$ cat src/lpht_pkg.sv
// ----------------------------------------------------------------------------
// lpht_pkg
// Types and constants shared by the linear probing hash table block.
// ----------------------------------------------------------------------------
package lpht_pkg;

	localparam int CAP_W      = 9;
	localparam int STATUS_W   = 2;
	localparam int OP_W       = 2;
	localparam int SLOT_W     = 8;
	localparam int DIGIT_W    = 8;
	localparam int APB_ADDR_W = 3;
	localparam int APB_DATA_W = 32;

	localparam logic [CAP_W-1:0] CAP_RESET    = 9'd256;
	localparam logic [0:0]       REG_CAPACITY = 1'b0;

	typedef enum logic [OP_W-1:0] {
		OP_INSERT = 2'd0,
		OP_SEARCH = 2'd1,
		OP_REMOVE = 2'd2,
		OP_CLEAR  = 2'd3
	} op_t;

	typedef enum logic [STATUS_W-1:0] {
		ST_OK        = 2'd0,
		ST_NOT_FOUND = 2'd1,
		ST_FULL      = 2'd2
	} status_t;

	typedef enum logic [1:0] {
		MARK_EMPTY   = 2'd0,
		MARK_USED    = 2'd1,
		MARK_DELETED = 2'd2
	} mark_t;

	typedef enum logic [2:0] {
		S_INIT,
		S_IDLE,
		S_HASH,
		S_HOME,
		S_PROBE,
		S_CLEAR,
		S_RESP
	} state_t;

	typedef struct packed {
		logic  mark_we;
		logic  data_we;
		mark_t mark;
	} store_wr_t;

endpackage

$ cat src/lpht_regs.sv
// ----------------------------------------------------------------------------
// lpht_regs
// APB register file holding the capacity register.
// ----------------------------------------------------------------------------
module lpht_regs (
	input  logic                              clk,
	input  logic                              arst_n,
	input  logic                              psel,
	input  logic                              penable,
	input  logic                              pwrite,
	input  logic [lpht_pkg::APB_ADDR_W-1:0]   paddr,
	input  logic [lpht_pkg::APB_DATA_W-1:0]   pwdata,
	output logic [lpht_pkg::APB_DATA_W-1:0]   prdata,
	output logic                              pready,
	output logic [lpht_pkg::CAP_W-1:0]        capacity
);
	import lpht_pkg::*;

	logic [CAP_W-1:0] cap_q;
	logic             sel_cap;

	assign sel_cap  = (paddr[APB_ADDR_W-1:2] == REG_CAPACITY);
	assign pready   = 1'b1;
	assign capacity = cap_q;

	always_ff @(posedge clk or negedge arst_n) begin
		if (!arst_n) begin
			cap_q <= CAP_RESET;
		end else if (psel && penable && pwrite && pready && sel_cap) begin
			cap_q <= pwdata[CAP_W-1:0];
		end
	end

	always_comb begin
		prdata = '0;
		if (sel_cap) begin
			prdata = APB_DATA_W'(cap_q);
		end
	end

endmodule

$ cat config.mk
export PLATFORM = sky130hd
export DESIGN_NAME = lpht_regs
export DESIGN_NICKNAME = d
export VERILOG_FILES = /design/src/lpht_pkg.sv /design/src/lpht_regs.sv
export SDC_FILE = /design/constraint.sdc
export NUM_CORES = 1
export LEC_CHECK = 0
export BUFFER_PORTS_ARGS = -buffer_cell sky130_fd_sc_hd__clkbuf_2
export CORE_MARGIN = 1.5
export CORE_UTILIZATION = 30
export DETAILED_ROUTE_END_ITERATION = 8
export PLACE_DENSITY = 0.78
export SLEW_MARGIN = 20
export SYNTH_ARGS = -nofsm -noshare
export SYNTH_HDL_FRONTEND = slang
export SYNTH_SLANG_ARGS = --single-unit
$ cat constraint.sdc
create_clock -name clk -period 0.87 [get_ports clk]
set_input_delay 0.087 -clock clk [delete_from_list [all_inputs] [get_ports clk]]
set_output_delay 0.087 -clock clk [all_outputs]
set_load 0.01 [all_outputs]
==> flow_summary.toml <==
[floorplanning]
core_um2 = 1940
design.portCount = 82
die-height_um = 48.4
core.rowCount = 16
initial_utilization_pct = 31.8
dieWidth_um = 48.4
floorplan.die_area_um2 = 2340

[setup_path]
critPathMaxFanout = 2
cp.buffers_inverters = 1
timing.critical_path.cells = "and2b_2 -> buf_6"
worst_ep_arrival_time_ns = 1.03
element_type_at_the_critical_path_start = "register"
setup.worst_path.end_class = "primary output"
critPathSlowestCell = "sky130_fd_sc_hd__dfstp_2"
cp_data_required_time_ns = 0.78
critical_path_class = "reg2out"
critical_path.max_stage_delay_ns = 0.53
timing.critical_path.max_delay_family = "flip-flops"

[timing]
fin_crit_ns = 1.11
achievable-frequency_mhz = 899
min_period_over_period_pct = 128
grt_setup_unrepaired = "true"
fin_setup_tns_ns = -2.58
final_hold_viol_count = 0
drv_slew = 0
clock_skew_ns = 0
timing.hold.ws_ns = 0.0542
final-setup-viol-count = 20
final_critical_path_setup_slack_ns = -0.242

[clock_network]
worstSkewPairLatency_ns = 0.26
cts.path.max_buffers = 2
tritoncts.num_buffers = 3
clk_pin_slew_worst_paths_ns = 0.06
number_of_clock_sinks = 9
tritoncts = "done"
htreeDepth = 1
clk_root_buf = "sky130_fd_sc_hd__clkbuf_4"

[place]
port_buffers = 32
globalplace.congestion = 0.635
postPlaceCellArea_um2 = 722
placed_cells_incl_taps = 112
detailedPlacementHpwl_um = 881
pre_cts_slack_ns = -0.0271

[run_status]
run_status = "finished with violations"
violations = "setup timing"

[synth]
synthesis.yosys.warnings = 0
synth.area.top_cells = "sky130_fd_sc_hd__dfrtp_1, sky130_fd_sc_hd__buf_4, sky130_fd_sc_hd__mux2_2"
post_synth_most_frequent_cells = "sky130_fd_sc_hd__buf_4, sky130_fd_sc_hd__and2b_2, sky130_fd_sc_hd__mux2_2"
synth.cell_area_um2 = 618
synth_enable_flop_cells = 0
post_synthesis_sequential_area_ratio_pct = 36.6
number_of_synthesized_register_bits = 9
asyncSetResetFlopFracSynth_pct = 100
synth_top_cell_area_share_pct = 32.4
yosysTopAreaCell = "sky130_fd_sc_hd__dfrtp_1"
syn_area_per_cell_um2 = 11.4
postSynthCellCount = 54
synth.lib_cells_used.distinct = 7
synth.most_common_cell = "sky130_fd_sc_hd__buf_4"
synthFlopType = "sky130_fd_sc_hd__dfrtp_1"

[cells_and_area]
finish.cell_count_without_fillers = 124
area_growth_pct = 50.6
largest_register_ffs = 9
fin_util_pct = 47.9
fin_nets = 138
num_antenna_cells = 0
drive_above_1_share_pct = 64.9
post-route-cell-area_um2 = 931

[routing]
detail_route.wl_per_cell_um = 10.4
antenna_left = 0
avgViaCountPerCell = 3.68
dr_total_vias = 456
count_of_routing_violations_after_the_opening_detailed_route_iteration = 0
drtPass1Iterations = 1
drc_errors = 0
drt_wl_total_mm = 1.29

[global_route]
leftover_overflow_at_the_end_of_global_routing = 0
grt_pass1_vias = 482
global_route.usage.total_pct = 11.4
antenna_violations_before_repair = 0
first_pass_grt_wire_length_mm = 2.04
grt_max_degree = 10

[power_and_ir_drop]
ir_drop_mv = 1.40
p_leak_nw = 0.539
powerDensity_nw_per_um2 = 1860
power_mw = 1.73

[worst_hold_path]
hold_path.class = "in2reg"

[job]
maxCapViolations = 0
## report_power, final
group	leakage [nW]	switching (mW)	internal [mW]
sequential	0.107	0.0639	0.519
combinational	0.417	0.311	0.513
clock	0.0150	0.149	0.177
total	0.539	0.524	1.21
## what timing repair did
item / CTS / global route
resized for setup: 8 / 28
hold buffers: 1 / 0
setup buffers: 7 / 0
endpoints found under the setup margin: 18 / 24
endpoints found under the hold margin: 9 / 0
## placed cells by master, fill, tap and decap left out, types with 2 or more instances in the layout
master                     synthesis  final
sky130_fd_sc_hd__conb_1            2     24
sky130_fd_sc_hd__and2b_2           9      9
sky130_fd_sc_hd__mux2_4            0      6
sky130_fd_sc_hd__clkbuf_4          0      3
sky130_fd_sc_hd__dfrtp_1           8      8
sky130_fd_sc_hd__mux2_2            9      3
sky130_fd_sc_hd__buf_4            24      2
sky130_fd_sc_hd__buf_6             0     18
sky130_fd_sc_hd__clkbuf_2          0     20
## final cells by class
cell class,count,area [um2]
Fill cell,183,1010
Clock buffer,4,26.3
Tap cell,27,33.8
Multi-Input combinational cell,43,317
Sequential cell,9,226
Timing Repair Buffer,41,328
## worst paths after layout
| kind | start | endpoint | slack (ns) | depth (start not counted) |
|---|---|---|---|---|
| min | pwdata[8] | capacity[8]$_DFFE_PN1P_ | 0.05 | 2 |
| max reg2reg | capacity[0]$_DFFE_PN0P_ | capacity[0]$_DFFE_PN0P_ | -0.02 | 2 |
| max in group asynchronous | arst_n | capacity[8]$_DFFE_PN1P_ | 0.42 | 2 |
| min in group asynchronous | arst_n | capacity[3]$_DFFE_PN0P_ | 0.20 | 2 |
| min reg2reg | capacity[7]$_DFFE_PN0P_ | capacity[7]$_DFFE_PN0P_ | 0.53 | 1 |
| max | capacity[8]$_DFFE_PN1P_ | prdata[8] | -0.24 | 2 |
## routing by layer
layer	up-vias	share of wire [%]	track usage [%]
met3	2	9.6	1.85
met1	209	34	10.6
met2	36	55	22.0
met5	-	0	0
met4	0	1.9	8.57
li1	209	-	-
## logic make-up (layout without fill, tap and decap cells)
| group | count (synthesis) | count (layout) | share of synthesized area [%] |
|---|---|---|---|
| muxes | 9 | 9 | 16.4 |
| DFF | 9 | 9 | 36.6 |
| and+or+nand+nor | 10 | 10 | 16.6 |
| other | 2 | 24 | 1.22 |
| buffers and inverters | 24 | 45 | 29.1 |
(Power assumes the default switching activity.)
