[src/lpht_pkg.sv]
// ----------------------------------------------------------------------------
// lpht_pkg
// Types and constants shared by the linear probing hash table block.
// ----------------------------------------------------------------------------
package lpht_pkg;

	localparam int CAP_W      = 9;
	localparam int STATUS_W   = 2;
	localparam int OP_W       = 2;
	localparam int SLOT_W     = 8;
	localparam int DIGIT_W    = 8;
	localparam int APB_ADDR_W = 3;
	localparam int APB_DATA_W = 32;

	localparam logic [CAP_W-1:0] CAP_RESET    = 9'd256;
	localparam logic [0:0]       REG_CAPACITY = 1'b0;

	typedef enum logic [OP_W-1:0] {
		OP_INSERT = 2'd0,
		OP_SEARCH = 2'd1,
		OP_REMOVE = 2'd2,
		OP_CLEAR  = 2'd3
	} op_t;

	typedef enum logic [STATUS_W-1:0] {
		ST_OK        = 2'd0,
		ST_NOT_FOUND = 2'd1,
		ST_FULL      = 2'd2
	} status_t;

	typedef enum logic [1:0] {
		MARK_EMPTY   = 2'd0,
		MARK_USED    = 2'd1,
		MARK_DELETED = 2'd2
	} mark_t;

	typedef enum logic [2:0] {
		S_INIT,
		S_IDLE,
		S_HASH,
		S_HOME,
		S_PROBE,
		S_CLEAR,
		S_RESP
	} state_t;

	typedef struct packed {
		logic  mark_we;
		logic  data_we;
		mark_t mark;
	} store_wr_t;

endpackage

[src/lpht_mod.sv]
// ----------------------------------------------------------------------------
// lpht_mod
// Iterative key modulo capacity, one digit of the key per cycle.
// ----------------------------------------------------------------------------
module lpht_mod #(
	parameter int KEY_WIDTH = 32
) (
	input  logic                       clk,
	input  logic                       arst_n,
	input  logic                       start,
	input  logic [KEY_WIDTH-1:0]       key,
	input  logic [lpht_pkg::CAP_W-1:0] divisor,
	output logic                       done,
	output logic [lpht_pkg::CAP_W-1:0] rem
);
	import lpht_pkg::*;

	localparam int STEPS = (KEY_WIDTH + DIGIT_W - 1) / DIGIT_W;
	localparam int PKW   = STEPS * DIGIT_W;
	localparam int CW    = $clog2(STEPS + 1);

	logic [PKW-1:0]   sh_q;
	logic [CAP_W-1:0] rem_q;
	logic [CAP_W-1:0] rem_n;
	logic [CW-1:0]    cnt_q;
	logic             busy_q;
	logic             done_q;

	assign done = done_q;
	assign rem  = rem_q;

	always_comb begin
		logic [CAP_W:0]   t;
		logic [CAP_W-1:0] r;
		r = rem_q;
		for (int i = 0; i < DIGIT_W; i++) begin
			t = {r, sh_q[PKW-1-i]};
			if (t >= {1'b0, divisor}) begin
				t = t - {1'b0, divisor};
			end
			r = t[CAP_W-1:0];
		end
		rem_n = r;
	end

	always_ff @(posedge clk or negedge arst_n) begin
		if (!arst_n) begin
			busy_q <= 1'b0;
			done_q <= 1'b0;
			cnt_q  <= '0;
		end else begin
			done_q <= 1'b0;
			if (start) begin
				busy_q <= 1'b1;
				cnt_q  <= CW'(STEPS);
			end else if (busy_q) begin
				cnt_q <= cnt_q - 1'b1;
				if (cnt_q == CW'(1)) begin
					busy_q <= 1'b0;
					done_q <= 1'b1;
				end
			end
		end
	end

	always_ff @(posedge clk) begin
		if (start) begin
			sh_q  <= PKW'(key);
			rem_q <= '0;
		end else if (busy_q) begin
			sh_q  <= sh_q << DIGIT_W;
			rem_q <= rem_n;
		end
	end

endmodule

[config.mk]
export PLATFORM = sky130hd
export DESIGN_NAME = lpht_mod
export DESIGN_NICKNAME = d
export VERILOG_FILES = /design/src/lpht_pkg.sv /design/src/lpht_mod.sv
export SDC_FILE = /design/constraint.sdc
export NUM_CORES = 1
export LEC_CHECK = 0
export BUFFER_PORTS_ARGS = -buffer_cell sky130_fd_sc_hd__buf_2
export CORE_MARGIN = 1.5
export CORE_UTILIZATION = 30
export CTS_BUF_LIST = sky130_fd_sc_hd__clkbuf_16
export DETAILED_ROUTE_END_ITERATION = 10
export PLACE_DENSITY = 0.42
export SYNTH_ARGS = -nofsm -noshare
export SYNTH_HDL_FRONTEND = slang
export SYNTH_SLANG_ARGS = --single-unit
[constraint.sdc]
create_clock -name clk -period 18.9 [get_ports clk]
set_input_delay 2.835 -clock clk [delete_from_list [all_inputs] [get_ports clk]]
set_output_delay 2.835 -clock clk [all_outputs]
set_load 0.01 [all_outputs]
==> flow_summary_export.csv <==
group,metric,value,unit
sta,max_slew_margin,39.1,%
layout,mostFrequentLayoutCell,"buf_4",
yosys,synth_nets,771,
floorplan,dieArea,21100,sq um
sta,finClkSkew,0.00487,ns
layout,final_nets,915,
placed_design,dp_slack,-0.294,ns
placed_design,numPortBuffers,53,
sta,rsz0062_at_grt,"yes",
yosys,synth_mux_area_share,13.5,%
yosys,syn_area,6070,sq um
worst_setup_path,crit_type,"in2reg",
floorplan,rows,51,
layout,num_antenna_cells,0,
floorplan,die_x,145,microns
clock_network,clk_pin_slew,0.06,ns
sta,worst_slack,0.687,ns
worst_setup_path,crit_fanout,6,
route,viasPerCell,5.06,
sta,setup_violations,0,
yosys,ys_seq_area_share,20.9,%
worst_setup_path,path_common_cell,"buf_4",
worst_setup_path,cp.required,19.10,ns
yosys,yosysWarningCount,0,
floorplan,ios,54,
clock_network,numCtsBuffers,5,
worst_setup_path,max_stage_delay,0.45,ns
floorplan,start_util,30.9,%
yosys,async_flop_share,10.9,%
clock_network,root_buffer,"clkbuf_16",
placed_design,place_area,7120,sq um
clock_network,holdBufCountCts,0,
grt,grt_pass1_wl,28800,microns
grt,gr-total-overflow,0,
route,vias,5337,
yosys,synth_top_family_by_area,"compound AO/OA/AOI/OAI gates",
placed_design,gp_congestion,0.854,
yosys,synthXorXnorAreaFrac,6.78,%
sta,finalHoldViolCount,0,
yosys,synthSimpleGateAreaFrac,13.6,%
min_path,hp-class,"reg2reg",
sta,fin_crit_sh,96.4,%
sta,hold_ws,0.543,ns
yosys,ys.flop_type,"edfxtp_1",
yosys,syn_avg_cell_area,9.41,sq um
floorplan,coreArea,19700,sq um
clock_network,ctsLongestPathBuffers,2,
layout,final_cell_mix,"buf_4 (93), ha_1 (63), inv_1 (53), buf_2 (53), mux2_2 (50)",
status,status,"finished clean",
grt,groute.usage.overall,17.0,%
yosys,synth-edff-count,32,
worst_setup_path,endpoint_kind,"register",
worst_setup_path,startpoint_type,"input pin",
clock_network,htree_levels,2,
yosys,netlist_instances,645,
route,wire_per_inst,17.2,microns
worst_setup_path,slowest_stage,"a311o_2",
grt,grt_antenna_before_repair,0,
yosys,yosysUniqueCellTypes,77,
route,initialDrtViolationCount,194,
placed_design,placedCellCount,1025,
floorplan,fp.dieH,145,microns
layout,layoutNonFillerInstCount,1055,
grt,grt_start_max_net_pins,48,
layout,drive_gt1_share,35.8,%
route,ant_nets,0,
yosys,synth_compound_area_share,22.4,%
clock_network,clk-insertion-delay-late,0.28,ns
sta,layout_min_cycle_time,18.21,ns
route,drtPass1Iterations,4,
sta,max_freq,0.0549,GHz
yosys,synthAdderAreaFrac,17.9,%
clock_network,clock_sinks,46,
yosys,ys_seq_elements,46,
route,post-route-drc-count,0,
run,max_cap_viol_count,0,
route,wl,18100,microns
worst_setup_path,critPathArrivalTime,18.41,ns
placed_design,hpwl,14500,microns
sta,tightestPinTransition,0.913,ns
clock_network,cts_tree,"done",
grt,grt_pass1_vias,5389,
layout,final_area,7720,sq um
sta,final_max_slew_viol_count,0,
layout,synthToLayoutAreaGrowth,27.2,%
==> through the flow <==
stage / TNS, ns / utilization [%]
after CTS: 0 / 37.1
after floorplan: 0 / -
final: 0 / 39.3
after detailed placement: -2.02 / 36.2
after global placement: -0.687 / 36.2
after global routing: -1.44 / 39.3
==> Yosys cell counts, types with 4 or more instances <==
cell type / count / area share (%)
a21oi_1: 40 / 3.3
xnor2_1: 24 / 3.5
nand2_1: 24 / 1.5
nor2b_1: 14 / 1.4
a21boi_0: 5 / 0.62
mux2_4: 4 / 0.99
nand4_1: 12 / 1.2
and3_1: 4 / 0.41
o211ai_1: 4 / 0.49
or2_2: 4 / 0.41
buf_6: 7 / 1.3
dfrtp_1: 5 / 2.1
ha_1: 74 / 15
o21ai_0: 28 / 2.3
o21bai_1: 7 / 0.87
a31oi_1: 5 / 0.52
edfxtp_1: 32 / 16
mux2_2: 53 / 9.8
inv_1: 51 / 3.2
fa_1: 8 / 2.6
nand3_1: 10 / 0.82
mux2i_1: 16 / 2.6
nor3_1: 7 / 0.58
o31ai_1: 4 / 0.49
nor2_1: 41 / 2.5
o21a_1: 10 / 1.2
dfxtp_1: 9 / 3.0
and2_1: 10 / 1.0
a211oi_1: 10 / 1.2
nand2b_1: 9 / 0.93
a21o_1: 21 / 2.6
xor2_1: 23 / 3.3
==> kinds of logic after synthesis <==
kind of cell | after synthesis
and+or+nand+nor | 153
buffers and inverters | 64
xor gates and xnor gates | 47
adders and majority gates | 82
muxes | 73
DFF | 46
AOI/OAI and AO/OA | 180
==> layer usage <==
layer	vias up	part of all wire (%)	GRT usage [%]
li1	2706	-	-
met1	2534	48	22.9
met2	79	48	29.3
met3	18	2.2	1.82
met4	0	1.4	3.42
met5	-	0	0
==> path summary, 6_finish.rpt <==
path	from	to	slack, ns	depth (start not counted)
setup / recovery	divisor[0]	rem[0]$_SDFFE_PP0P_	0.69	79
hold / removal	rem[8]$_SDFFE_PP0P_	rem[8]$_SDFFE_PP0P_	0.54	2
setup reg to reg	sh_q[31]$_DFFE_PP_	rem[0]$_SDFFE_PP0P_	2.88	79
hold reg to reg	rem[8]$_SDFFE_PP0P_	rem[8]$_SDFFE_PP0P_	0.54	2
max in group asynchronous	arst_n	busy_q$_DFF_PN0_	16.41	1
min in group asynchronous	arst_n	done$_DFF_PN0_	2.35	1
==> critical path: cells and delay by family <==
family          cells  cell delay [ns]
buf+inv            13             1.69
mux                 7             2.25
compound gates     34             7.49
fa+ha+maj           9             2.54
simple gates       16             1.56
==> flip-flops by register name (all words and copies together) (netlist names) <==
name    count
cnt_q       3
rem         9
sh_q       32
done        1
busy_q      1
==> repair_timing <==
item / CTS / global route
endpoints found under the setup margin: 4 / 9
pin swaps: 0 / 19
resized for setup: 1 / 58
setup buffers: 0 / 21
gates cloned: 0 / 1
==> final cells by class <==
class,count,area (sq um)
inverters,52,195
multi-input cells,536,4780
clock inverters,3,37.5
fillers,2048,11900
clock buffers,5,125
flip-flops and latches,46,1270
repair buffers,148,986
well taps,265,332
Power is left out: the tool's default activity adds up to more than one toggle a clock period on the data nets, which glitch-free logic cannot reach.
